[config.mk]
export PLATFORM = sky130hd
export DESIGN_NAME = morse_letter_keyer_top
export DESIGN_NICKNAME = d
export VERILOG_FILES = /design/src/rtl/mlk_pkg.sv /design/src/rtl/morse_letter_keyer_top.sv /design/src/rtl/mlk_front.sv /design/src/rtl/mlk_queue.sv /design/src/rtl/mlk_back.sv
export SDC_FILE = /design/constraint.sdc
export NUM_CORES = 1
export LEC_CHECK = 0
export ABC_AREA = 1
export BUFFER_PORTS_ARGS = -buffer_cell sky130_fd_sc_hd__clkbuf_2
export CAP_MARGIN = 20
export CORE_UTILIZATION = 40
export CTS_CLUSTER_SIZE = 28
export DETAILED_ROUTE_END_ITERATION = 7
export GPL_ROUTABILITY_DRIVEN = 0
export HOLD_SLACK_MARGIN = 0.06
export RECOVER_POWER = 100
export SLEW_MARGIN = 20
export SYNTH_ARGS = -nofsm -noshare
export SYNTH_HDL_FRONTEND = slang
export SYNTH_SLANG_ARGS = --single-unit
[constraint.sdc]
create_clock -name clk -period 2.5 [get_ports clk]
set_input_delay 0.625 -clock clk [delete_from_list [all_inputs] [get_ports clk]]
set_output_delay 0.625 -clock clk [all_outputs]
set_load 0.02 [all_outputs]
[src/rtl/mlk_pkg.sv]
`timescale 1ns / 1ps
`default_nettype none
package mlk_pkg;

	localparam int unsigned CharW    = 8;
	localparam int unsigned TimeW    = 16;
	localparam int unsigned CfgIdxW  = 8;
	localparam int unsigned OutDataW = 24;

	localparam logic [CfgIdxW-1:0] REG_DOT        = 8'd0;
	localparam logic [CfgIdxW-1:0] REG_DASH       = 8'd1;
	localparam logic [CfgIdxW-1:0] REG_SYMBOL_GAP = 8'd2;
	localparam logic [CfgIdxW-1:0] REG_LETTER_GAP = 8'd3;

	localparam logic [TimeW-1:0] DOT_RESET        = 16'd500;
	localparam logic [TimeW-1:0] DASH_RESET       = 16'd1000;
	localparam logic [TimeW-1:0] SYMBOL_GAP_RESET = 16'd500;
	localparam logic [TimeW-1:0] LETTER_GAP_RESET = 16'd1000;

	localparam logic [CharW-1:0] CHAR_UPPER_A = 8'h41;
	localparam logic [CharW-1:0] CHAR_UPPER_Z = 8'h5A;
	localparam logic [CharW-1:0] CHAR_LOWER_A = 8'h61;
	localparam logic [CharW-1:0] CHAR_LOWER_Z = 8'h7A;

	// symbol count 1..4, pattern first symbol in highest used bit, 1 = dash
	typedef struct packed {
		logic [2:0] count;
		logic [3:0] bits;
	} code_t;

	typedef struct packed {
		logic [TimeW-1:0] dot;
		logic [TimeW-1:0] dash;
		logic [TimeW-1:0] symbol_gap;
		logic [TimeW-1:0] letter_gap;
	} timing_t;

	function automatic code_t letter_code(input logic [4:0] idx);
		code_t c;
		case (idx)
			5'd0:  c = '{3'd2, 4'h1}; // A
			5'd1:  c = '{3'd4, 4'h8}; // B
			5'd2:  c = '{3'd4, 4'hA}; // C
			5'd3:  c = '{3'd3, 4'h4}; // D
			5'd4:  c = '{3'd1, 4'h0}; // E
			5'd5:  c = '{3'd4, 4'h2}; // F
			5'd6:  c = '{3'd3, 4'h6}; // G
			5'd7:  c = '{3'd4, 4'h0}; // H
			5'd8:  c = '{3'd2, 4'h0}; // I
			5'd9:  c = '{3'd4, 4'h7}; // J
			5'd10: c = '{3'd3, 4'h5}; // K
			5'd11: c = '{3'd4, 4'h4}; // L
			5'd12: c = '{3'd2, 4'h3}; // M
			5'd13: c = '{3'd2, 4'h2}; // N
			5'd14: c = '{3'd3, 4'h7}; // O
			5'd15: c = '{3'd4, 4'h6}; // P
			5'd16: c = '{3'd4, 4'hD}; // Q
			5'd17: c = '{3'd3, 4'h2}; // R
			5'd18: c = '{3'd3, 4'h0}; // S
			5'd19: c = '{3'd1, 4'h1}; // T
			5'd20: c = '{3'd3, 4'h1}; // U
			5'd21: c = '{3'd4, 4'h1}; // V
			5'd22: c = '{3'd3, 4'h3}; // W
			5'd23: c = '{3'd4, 4'h9}; // X
			5'd24: c = '{3'd4, 4'hB}; // Y
			5'd25: c = '{3'd4, 4'hC}; // Z
			default: c = '{3'd1, 4'h0};
		endcase
		return c;
	endfunction

endpackage
`default_nettype wire

[src/rtl/morse_letter_keyer_top.sv]
// Morse letter keyer: one ASCII character in, its Morse pattern out as LED segments.
// Input stream s_*: one beat per character (tdata = char_code). A-Z and a-z encode,
// any other code is taken and dropped without output.
// Output stream m_*: one beat per segment, tdata[0] = led_on, tdata[16:1] =
// duration_ms, tlast marks the closing letter gap. A letter of n symbols yields
// 2n beats: mark, symbol gap, ..., mark, letter gap.
// Config channel cfg_*: cfg_index 0..3 selects dot, dash, symbol gap, letter gap
// time (ms); other indexes are ignored. Write only while the block is idle.
// Path: a character beat is written into the queue, popped by the idle sequencer, and
// its first segment then registered. The back-end sequencer emits one segment per cycle
// while the output slot is free, and passes through its idle state to load the next letter.
// A 2-entry queue between classifier and sequencer keeps s_tready high while a
// letter is being sent; s_tready drops only when the queue is full.
// When m_tready is low the output register holds its beat and the sequencer waits.
// Reset: queue empty, no output pending, timings 500/1000/500/1000 ms.
`timescale 1ns / 1ps
`default_nettype none
module morse_letter_keyer_top (
	input  wire logic                         clk,
	input  wire logic                         arst_n,
	input  wire logic                         s_tvalid,
	output logic                              s_tready,
	input  wire logic [mlk_pkg::CharW-1:0]    s_tdata,     // char_code
	output logic                              m_tvalid,
	input  wire logic                         m_tready,
	output logic [mlk_pkg::OutDataW-1:0]      m_tdata,     // led_on, duration_ms, zero pad
	output logic                              m_tlast,     // last_segment
	input  wire logic                         cfg_valid,
	output logic                              cfg_ready,
	input  wire logic [mlk_pkg::CfgIdxW-1:0]  cfg_index,
	input  wire logic [mlk_pkg::TimeW-1:0]    cfg_data
);

	mlk_pkg::timing_t timing_q;
	mlk_pkg::code_t   push_code;
	mlk_pkg::code_t   head;
	logic             push;
	logic             pop;
	logic             q_empty;
	logic             q_full;

	assign cfg_ready = 1'b1;

	always_ff @(posedge clk or negedge arst_n) begin
		if (!arst_n) begin
			timing_q.dot        <= mlk_pkg::DOT_RESET;
			timing_q.dash       <= mlk_pkg::DASH_RESET;
			timing_q.symbol_gap <= mlk_pkg::SYMBOL_GAP_RESET;
			timing_q.letter_gap <= mlk_pkg::LETTER_GAP_RESET;
		end else if (cfg_valid) begin
			case (cfg_index)
				mlk_pkg::REG_DOT:        timing_q.dot        <= cfg_data;
				mlk_pkg::REG_DASH:       timing_q.dash       <= cfg_data;
				mlk_pkg::REG_SYMBOL_GAP: timing_q.symbol_gap <= cfg_data;
				mlk_pkg::REG_LETTER_GAP: timing_q.letter_gap <= cfg_data;
				default: ;
			endcase
		end
	end

	mlk_front u_front (
		.s_tvalid (s_tvalid),
		.s_tready (s_tready),
		.s_tdata  (s_tdata),
		.q_full   (q_full),
		.q_push   (push),
		.q_code   (push_code)
	);

	mlk_queue u_queue (
		.clk       (clk),
		.arst_n    (arst_n),
		.push      (push),
		.push_code (push_code),
		.pop       (pop),
		.head      (head),
		.empty     (q_empty),
		.full      (q_full)
	);

	mlk_back u_back (
		.clk      (clk),
		.arst_n   (arst_n),
		.timing   (timing_q),
		.head     (head),
		.empty    (q_empty),
		.pop      (pop),
		.m_tvalid (m_tvalid),
		.m_tready (m_tready),
		.m_tdata  (m_tdata),
		.m_tlast  (m_tlast)
	);

endmodule
`default_nettype wire

[src/rtl/mlk_front.sv]
`timescale 1ns / 1ps
`default_nettype none
module mlk_front (
	input  wire logic                     s_tvalid,
	output logic                          s_tready,
	input  wire logic [mlk_pkg::CharW-1:0] s_tdata,   // char_code
	input  wire logic                     q_full,
	output logic                          q_push,
	output mlk_pkg::code_t                q_code
);

	logic                      is_upper;
	logic                      is_lower;
	logic [mlk_pkg::CharW-1:0] offs;

	always_comb begin
		is_upper = s_tdata inside {[mlk_pkg::CHAR_UPPER_A : mlk_pkg::CHAR_UPPER_Z]};
		is_lower = s_tdata inside {[mlk_pkg::CHAR_LOWER_A : mlk_pkg::CHAR_LOWER_Z]};
		offs     = is_upper ? (s_tdata - mlk_pkg::CHAR_UPPER_A)
		                    : (s_tdata - mlk_pkg::CHAR_LOWER_A);
	end

	// non-letters are taken and dropped
	assign s_tready = !q_full;
	assign q_push   = s_tvalid && !q_full && (is_upper || is_lower);
	assign q_code   = mlk_pkg::letter_code(offs[4:0]);

endmodule
`default_nettype wire

[src/rtl/mlk_queue.sv]
`timescale 1ns / 1ps
`default_nettype none
module mlk_queue (
	input  wire logic           clk,
	input  wire logic           arst_n,
	input  wire logic           push,
	input  wire mlk_pkg::code_t push_code,
	input  wire logic           pop,
	output mlk_pkg::code_t      head,
	output logic                empty,
	output logic                full
);

	mlk_pkg::code_t mem_q [2];
	logic           wr_ptr_q;
	logic           rd_ptr_q;
	logic [1:0]     cnt_q;

	assign empty = (cnt_q == 2'd0);
	assign full  = (cnt_q == 2'd2);
	assign head  = mem_q[rd_ptr_q];

	always_ff @(posedge clk) begin
		if (push) begin
			mem_q[wr_ptr_q] <= push_code;
		end
	end

	always_ff @(posedge clk or negedge arst_n) begin
		if (!arst_n) begin
			wr_ptr_q <= 1'b0;
			rd_ptr_q <= 1'b0;
			cnt_q    <= 2'd0;
		end else begin
			if (push) wr_ptr_q <= !wr_ptr_q;
			if (pop)  rd_ptr_q <= !rd_ptr_q;
			if (push && !pop)      cnt_q <= cnt_q + 2'd1;
			else if (pop && !push) cnt_q <= cnt_q - 2'd1;
		end
	end

`ifndef NO_ASSERTIONS
	a_no_overflow: assert property (@(posedge clk) disable iff (!arst_n)
		full |-> !push) else $error("queue push while full");
	a_no_underflow: assert property (@(posedge clk) disable iff (!arst_n)
		empty |-> !pop) else $error("queue pop while empty");
	a_cnt_range: assert property (@(posedge clk) disable iff (!arst_n)
		cnt_q != 2'd3) else $error("queue count out of range");
`endif

endmodule
`default_nettype wire

[src/rtl/mlk_back.sv]
`timescale 1ns / 1ps
`default_nettype none
module mlk_back (
	input  wire logic            clk,
	input  wire logic            arst_n,
	input  wire mlk_pkg::timing_t timing,
	input  wire mlk_pkg::code_t  head,
	input  wire logic            empty,
	output logic                 pop,
	output logic                 m_tvalid,
	input  wire logic            m_tready,
	output logic [mlk_pkg::OutDataW-1:0] m_tdata,   // led_on, duration_ms, zero pad
	output logic                 m_tlast           // last_segment
);

	typedef enum logic [3:0] {
		S_IDLE = 4'b0001,
		S_MARK = 4'b0010,
		S_GAP  = 4'b0100,
		S_END  = 4'b1000
	} state_t;

	state_t                     state_q;
	mlk_pkg::code_t             code_q;
	logic [2:0]                 left_q;     // symbols not yet sent
	logic                       out_valid_q;
	logic                       out_led_q;
	logic [mlk_pkg::TimeW-1:0]  out_dur_q;
	logic                       out_last_q;
	logic                       slot_free;
	logic                       seg_emit;
	logic [1:0]                 bit_idx;
	logic                       is_dash;

	assign slot_free = !out_valid_q || m_tready;
	assign seg_emit  = slot_free &&
		(state_q == S_MARK || state_q == S_GAP || state_q == S_END);
	assign bit_idx   = left_q[1:0] - 2'd1;
	assign is_dash   = code_q.bits[bit_idx];
	assign pop       = (state_q == S_IDLE) && !empty;

	always_ff @(posedge clk) begin
		if (pop) begin
			code_q <= head;
		end
		if (slot_free) begin
			case (state_q)
				S_MARK: begin
					out_led_q  <= 1'b1;
					out_dur_q  <= is_dash ? timing.dash : timing.dot;
					out_last_q <= 1'b0;
				end
				S_GAP: begin
					out_led_q  <= 1'b0;
					out_dur_q  <= timing.symbol_gap;
					out_last_q <= 1'b0;
				end
				default: begin
					out_led_q  <= 1'b0;
					out_dur_q  <= timing.letter_gap;
					out_last_q <= 1'b1;
				end
			endcase
		end
	end

	always_ff @(posedge clk or negedge arst_n) begin
		if (!arst_n) begin
			state_q     <= S_IDLE;
			left_q      <= 3'd0;
			out_valid_q <= 1'b0;
		end else begin
			if (seg_emit) out_valid_q <= 1'b1;
			else if (m_tready) out_valid_q <= 1'b0;
			case (state_q)
				S_IDLE: begin
					if (pop) begin
						left_q  <= head.count;
						state_q <= S_MARK;
					end
				end
				S_MARK: begin
					if (slot_free) begin
						state_q <= (left_q == 3'd1) ? S_END : S_GAP;
					end
				end
				S_GAP: begin
					if (slot_free) begin
						left_q  <= left_q - 3'd1;
						state_q <= S_MARK;
					end
				end
				S_END: begin
					if (slot_free) begin
						state_q <= S_IDLE;
					end
				end
				default: state_q <= S_IDLE;
			endcase
		end
	end

	assign m_tvalid = out_valid_q;
	assign m_tdata  = {{(mlk_pkg::OutDataW - mlk_pkg::TimeW - 1){1'b0}}, out_dur_q, out_led_q};
	assign m_tlast  = out_last_q;

`ifndef NO_ASSERTIONS
	a_last_is_off: assert property (@(posedge clk) disable iff (!arst_n)
		(m_tvalid && m_tlast) |-> !out_led_q) else $error("closing segment with LED on");
	a_end_to_idle: assert property (@(posedge clk) disable iff (!arst_n)
		(state_q == S_END && slot_free) |=> (state_q == S_IDLE && m_tvalid && m_tlast))
		else $error("letter gap not emitted at end of letter");
	a_left_range: assert property (@(posedge clk) disable iff (!arst_n)
		(state_q == S_MARK || state_q == S_GAP) |-> (left_q != 3'd0 && left_q <= 3'd4))
		else $error("symbol counter out of range");
`endif

endmodule
`default_nettype wire

==> results of run 1 <==
==> report_power, final <==
group / leakage, nW / switching, mW / total, mW / internal [mW]
Sequential: 1.32 / 0.169 / 2.47 / 2.30
Combinational: 1.58 / 1.48 / 2.11 / 0.630
Clock: 0.157 / 0.672 / 1.56 / 0.890
Total: 3.05 / 2.32 / 6.14 / 3.82
==> flip-flops by register name (all words and copies together) (netlist names) <==
name	count
u_back.out_dur_q	16
u_queue.cnt_q	2
u_back.m_tvalid	1
u_queue.mem_q	14
u_back.m_tlast	1
u_back.out_led_q	1
u_back.code_q	4
u_queue.rd_ptr_q	1
u_back.state_q	4
u_queue.wr_ptr_q	1
u_back.left_q	3
timing_q	64
==> worst max-delay path by stage <==
stage,startpoint,end,depth (start not counted)
final,s_tdata[0],u_queue.mem_q[0][6],13
after global routing,arst_n,u_back.state_q[2],2
after CTS,s_tdata[0],u_queue.cnt_q[1],13
after detailed placement,s_tdata[0],u_queue.cnt_q[1],13
after global placement,s_tdata[1],u_queue.cnt_q[1],13
after floorplan,s_tdata[0],u_queue.cnt_q[1],12
==> cells in the mapped netlist, types with 2 or more instances <==
master and instances:
nand2_1 217, inv_1 87, nand3_1 74, o21ai_0 72, dfrtp_1 51, edfxtp_1 36
dfstp_2 25, nor2_1 20, nand2_2 14, buf_2 12, buf_4 11, ha_1 10
inv_2 6, clkbuf_1 4, mux2_2 4, a21oi_1 3, nand3_2 3, nand4_1 3
buf_6 2, conb_1 2, nand2_4 2, nor2_8 2, xnor2_1 2, xor2_1 2
==> through the flow <==
step	util [%]	power [mW]	hold WS (ns)	instances
after global placement	43.99	4.668	0.4618	893
final	45.70	6.136	0.4827	909
after CTS	46.34	6.281	0.3115	909
after global routing	45.70	6.536	0.5062	909
after floorplan	-	4.148	0.3294	676
after detailed placement	43.99	4.710	0.4652	893
==> per-layer routing <==
layer / track usage (%) / routed length, µm
met5: 0 / 0
met2: 31.46 / 5875
met3: 2.632 / 468
met1: 19.95 / 5103
met4: 7.793 / 201
==> logic make-up (layout without fill, tap and decap cells) <==
group,count (synthesis),after routing,synth area share [%]
compound gates,75,75,6.639
xor+xnor,4,4,0.6197
fa+ha+maj,10,10,2.213
buf+inv,124,177,9.737
flops,112,112,53.31
mux,4,4,0.7966
other cells,2,8,0.1328
simple gates,339,339,26.55
==> critical path: cells and delay by family <==
family        cells  cell delay [ns]
fa+ha+maj         1             0.21
buf+inv           4             0.54
simple gates      8             0.80
==> cell type report <==
| cell class | count | area [µm²] | area share, % |
|---|---|---|---|
| inverter | 94 | 355.3 | 5.624 |
| timing repair buffer | 67 | 315.3 | 4.990 |
| multi-input combinational | 440 | 2083 | 32.97 |
| clock buffer | 9 | 225.2 | 3.564 |
| tap | 180 | 225.2 | 3.564 |
| sequential | 112 | 3014 | 47.70 |
| clock inverter | 7 | 100.1 | 1.584 |
==> run summary, run 1 <==
GRT
----------------------------------------------------------------------------------
Pin count of the biggest net entering global routing                            77
Initial antenna violation count                                                  0
Total Routing Usage GR                                                      17.31%
First-pass GRT wire length                                                19.47 mm
Number of global-route vias before repair                                     4230
Leftover overflow at the end of global routing                                   0

CLOCK TREE
----------------------------------------------------------------------------------
Number of levels in the clock H-tree                                             3
Clock buffer count from CTS                                                      9
CTS-repair resized insts                                                         0
Postcts setup bufs                                                               0
Clock Root Buffer                                                        clkbuf_16
CTS tree                                                                      done
Clock transition at the registers of the reported paths                    0.07 ns
Sinks on the clock net                                                         112
Maximum root-to-sink buffer count                                                2
Clock insertion delay at the later pin of the skew report                  0.35 ns
Hold buffer count at CTS                                                         0

WORST HOLD PATH
----------------------------------------------------------------------------------
Worst hold path type                                                  register to register
Hold_sp                                                               u_queue.wr_ptr_q
Worst hold endpoint                                                   u_queue.wr_ptr_q
Worst hold path cell count                                                       2

FLOORPLAN
----------------------------------------------------------------------------------
Die outline height                                                        120.9 µm
Starting density of the core                                                40.89%
Ports                                                                           65
Core footprint                                                           13830 µm²
FP Rows                                                                         43
Die outline width                                                         120.9 µm
Total Die Area                                                           14610 µm²

SYNTH
----------------------------------------------------------------------------------
Post-synthesis async set-or-reset flop share                                67.86%
Number of enable flip-flop cells after synthesis                                36
Top post-synthesis cells by area                                      dfrtp_1 23%, edfxtp_1 19%, nand2_1 14%
Mean post-synth cell area                                                8.439 µm²
Number of synthesis warnings                                                     0
Cell accounting for the most synthesized area                              dfrtp_1
Sequential element share of the synthesized area                            53.31%
Dominant register cell in the synthesized netlist                          dfrtp_1
Synthesis-stage register bit count                                             112
Post-Synthesis Cell Area                                                  5654 µm²
Netlist cell types                                                              30
Synthesized instance count                                                     670
Area share of the largest cell type after synthesis                         22.57%

SETUP PATH
----------------------------------------------------------------------------------
Crit Path Max Fanout                                                             9
Req. time, crit path                                                       2.60 ns
CP max stage cell                                                          nand2_1
Category of the worst setup path capture point                            register
Largest stage delay on the critical path                                   0.23 ns
Critical path class                                                   primary input to register
Startpoint class of the critical path                                 primary input
CP Data Arrival Time                                                       2.17 ns
Worst-path cell chain                                                 clkbuf_2 > inv_1 > ha_1 > buf_4 > inv_1 > nand2_1 > nand2_4 > nand2_1 > nand2_1 > nand2_1 > nand2_1 > nand2_1 > nand2_1
Reg2Reg Launch Point                                                  u_back.state_q[0]
Number of cells on the worst reg-to-reg path                                     6
Endpoint of the worst register-to-register path                       u_back.out_dur_q[5]
CP dominant cell by count                                                  nand2_1
Register-to-register path setup slack                                      0.54 ns

PLACED DESIGN
----------------------------------------------------------------------------------
Dpl cell area                                                             6082 µm²
Number of buffers inserted by port buffering                                    56
Worst slack, placed                                                      0.1266 ns
Final HPWL DP                                                             7.683 mm

OUTCOME
----------------------------------------------------------------------------------
Outcome                                                               finished with violations
Failing checks                                                        max-capacitance violations, max-slew violations

ROUTE
----------------------------------------------------------------------------------
Final routed DRC violation total                                                 0
Final ANT Viol Nets                                                              0
Total iterations of the first detailed-routing run                               5
Total number of vias                                                          4356
DRT Wirelength                                                            11.65 mm
Average wire length per cell after detail routing                         12.81 µm
Ratio of routed vias to standard cells                                       4.792
Number of DRC markers in iteration 0                                           403

STA
----------------------------------------------------------------------------------
Worst clock skew on the final layout                                   0.005135 ns
Fin crit period                                                           2.066 ns
Period Utilization, post-route                                              82.65%
Setup repair after global routing missed its margin                             no
Highest achievable clock rate                                           0.4840 GHz
Final setup fails                                                                0
Fin. Hold Viols                                                                  0
Accumulated negative setup slack                                              0 ns
Least-Margin Pin Slew                                                     1.839 ns
Tightest slew margin relative to the limit                                 -22.63%
Pins over their slew limit                                                      77
Final WS setup                                                           0.4338 ns

POWER AND IR DROP
----------------------------------------------------------------------------------
P_leak                                                                    3.052 nW
Pwr/cell area                                                         971.1 nW/µm²
IR drop worst, VDD                                                        608.7 µV

FINISH
----------------------------------------------------------------------------------
Cell area after layout                                                    6319 µm²
Share of final-layout standard cells stronger than drive strength 1         15.36%
Area grow syn2layout                                                        11.75%
Layout Nets                                                                    771
Fillers                                                                       1314
Leading cell types in the layout, fill and taps excluded              219 x nand2_1, 88 x inv_1, 75 x nand3_1
Most common cell after layout, fill and taps aside                         nand2_1
Antenna cells                                                                    0

RUN
----------------------------------------------------------------------------------
Maximum capacitance violations                                                   1

(Power assumes the default switching activity.)
==> run 2: changes to the inputs <==
- clock period: 2.5 -> 2 ns (I/O delays scaled with it)
==> run 2 against run 1 <==
The run now ends clean. Setup slack worse by 0.22 ns. Global-route usage grew 0.58 points. Register-to-register slack got worse by 0.33 ns. Core utilization grew 0.68 points. Clock skew increased by 0.0054 ns. Critical endpoint is now u_back.out_dur_q[0]. Largest cell class unchanged. Highest routed layer unchanged.
==> run summary, run 2 (same netlist as run 1, synthesis figures left out) <==
OUTCOME
----------------------------------------------------------------------------------
Outcome                                                               finished clean

POWER AND IR DROP
----------------------------------------------------------------------------------
P_leak                                                                    3.091 nW   +1.3%
Total power                                                               7.485 mW   +22%
Pwr/cell area                                                          1167 nW/µm²   +20%
IR drop worst, VDD                                                        501.2 µV   -18%

FLOORPLAN
----------------------------------------------------------------------------------
Ports                                                                           65   unchanged
Starting density of the core                                                40.89%   unchanged
Die outline height                                                        120.9 µm   unchanged
Core footprint                                                           13830 µm²   unchanged
Die outline width                                                         120.9 µm   unchanged
Total Die Area                                                           14610 µm²   unchanged
FP Rows                                                                         43   unchanged

PLACED DESIGN
----------------------------------------------------------------------------------
Final HPWL DP                                                             8.139 mm   +5.9%
Dpl cell area                                                             6241 µm²   +2.6%
Number of buffers inserted by port buffering                                    56   unchanged

FINISH
----------------------------------------------------------------------------------
Leading cell types in the layout, fill and taps excluded              220 x nand2_1, 87 x inv_1, 74 x nand3_1
Area grow syn2layout                                                        13.41%
Share of the core filled with cells                                         46.38%   +0.68 points
Share of final-layout standard cells stronger than drive strength 1         17.56%   +2.2 points
Most common cell after layout, fill and taps aside                         nand2_1
Regs by FF count                                                      timing_q (64), u_back.out_dur_q (16), u_queue.mem_q (14)
Top reg by flops                                                          timing_q
Cell area after layout                                                    6412 µm²   +1.5%
Flip-flop count of the largest register after layout                            64   unchanged
Antenna cells                                                                    0   unchanged
Layout Nets                                                                    788   +2.2%

ROUTE
----------------------------------------------------------------------------------
Final ANT Viol Nets                                                              0   unchanged
Final routed DRC violation total                                                 0   unchanged
DRT Wirelength                                                            11.82 mm   +1.5%
Total iterations of the first detailed-routing run                               5   unchanged
Average wire length per cell after detail routing                         12.77 µm   -0.38%
Total number of vias                                                          4434   +1.8%
Ratio of routed vias to standard cells                                       4.788   about the same
Number of DRC markers in iteration 0                                           335   -17%

CLOCK TREE
----------------------------------------------------------------------------------
Clock insertion delay at the later pin of the skew report                  0.35 ns   about the same
CTS tree                                                                      done
Postcts setup bufs                                                               0   unchanged
Maximum root-to-sink buffer count                                                2   unchanged
Clock Root Buffer                                                        clkbuf_16
Number of levels in the clock H-tree                                             3   unchanged
CTS-repair resized insts                                                         0   unchanged
Hold buffer count at CTS                                                         0   unchanged
Clock buffer count from CTS                                                      9   unchanged
Clock transition at the registers of the reported paths                    0.07 ns   about the same
Sinks on the clock net                                                         112   unchanged

WORST HOLD PATH
----------------------------------------------------------------------------------
Worst hold path type                                                  primary input to asynchronous set/reset pin

STA
----------------------------------------------------------------------------------
Fin. Hold Viols                                                                  0   unchanged
Worst clock skew on the final layout                                    0.01049 ns   +0.005359 ns
Highest achievable clock rate                                           0.5595 GHz
Fin crit period                                                           1.787 ns
Tightest slew margin relative to the limit                                  23.94%   +47 points
Setup repair after global routing missed its margin                             no
Least-Margin Pin Slew                                                     1.141 ns   -0.6986 ns
Period Utilization, post-route                                              89.36%
Pins over their slew limit                                                       0   -100%
Final setup fails                                                                0   unchanged

GRT
----------------------------------------------------------------------------------
Number of global-route vias before repair                                     4300   +1.7%
Initial antenna violation count                                                  0   unchanged
Total Routing Usage GR                                                      17.89%   +0.58 points
Leftover overflow at the end of global routing                                   0   unchanged
Pin count of the biggest net entering global routing                            34   -56%
First-pass GRT wire length                                                20.11 mm   +3.3%

SETUP PATH
----------------------------------------------------------------------------------
Critical path class                                                   register to register
Crit Path Max Fanout                                                            18   +9
Req. time, crit path                                                       2.22 ns   -0.38 ns
Startpoint class of the critical path                                     register
Category of the worst setup path capture point                            register
CP Data Arrival Time                                                       2.00 ns   -0.17 ns

RUN
----------------------------------------------------------------------------------
Maximum capacitance violations                                                   0   -1

## run 2: cell types whose count changed in the layout (fill, tap and decap cells not counted), moves of 2 or more
cell and change:
buf_4 +11, clkbuf_2 +5, clkbuf_4 +3, inv_6 -3
bufinv_16 -2, clkbuf_8 +2, clkinvlp_4 +2, nor2_1 -2
nor2_2 +2
## run 2: where the power goes
part,total (mW),internal [mW],switching [mW]
clock network,1.68,0.915,0.767
logic,2.71,0.853,1.86
registers,3.09,2.87,0.218
total,7.48,4.64,2.84
## run 2: metrics by stage
step	hold WS [ns]	setup slack, ns	TNS [ns]	std cells
2_1_floorplan	0.2044	0.01226	0	676
3_3_place_gp	0.4636	-0.09636	-0.09636	910
3_5_place_dp	0.4659	-0.1268	-0.2859	910
4_1_cts	0.1243	0.1872	0	926
5_1_grt	0.4288	0.04448	0	926
6_report	0.3552	0.2127	0	926
## run 2: cell type report
cell class / instances / area (µm²)
Clock buffer: 14 / 264.0
Fill cell: 1359 / 7415
Sequential cell: 112 / 3014
Clock inverter: 2 / 15.01
Timing Repair Buffer: 84 / 452.9
Multi-Input combinational cell: 440 / 2082
Tap cell: 180 / 225.2
Inverter: 94 / 359.1
## run 2: final timing paths
check                                        from  slack (ns)  cells after the start                   to
worst min register to register   u_queue.wr_ptr_q        0.48                      2     u_queue.wr_ptr_q
worst min-delay path                       arst_n        0.36                      1          timing_q[4]
worst max-delay path            u_back.state_q[0]        0.21                      6  u_back.out_dur_q[0]
max in group asynchronous                  arst_n        0.41                      2     u_back.left_q[2]
min in group clk                      cfg_data[8]        0.41                      3         timing_q[56]
worst max register to register  u_back.state_q[0]        0.21                      6  u_back.out_dur_q[0]
## run 2: metal layers
layer,vias up,part of all wire (%),global-route usage [%]
li1,2242,-,-
met2,105,48,30.86
met1,2071,45,22.06
met3,16,5.3,3.571
met5,-,0,0
met4,0,1.5,6.636
## run 2: worst max-delay path, stage by stage (launching register included)
cell and delay [ns]:
dfstp_1 0.60, inv_1 0.07, nand3_2 0.13, inv_4 0.10
nor2_4 0.52, nand2_1 0.12, nand3_1 0.11
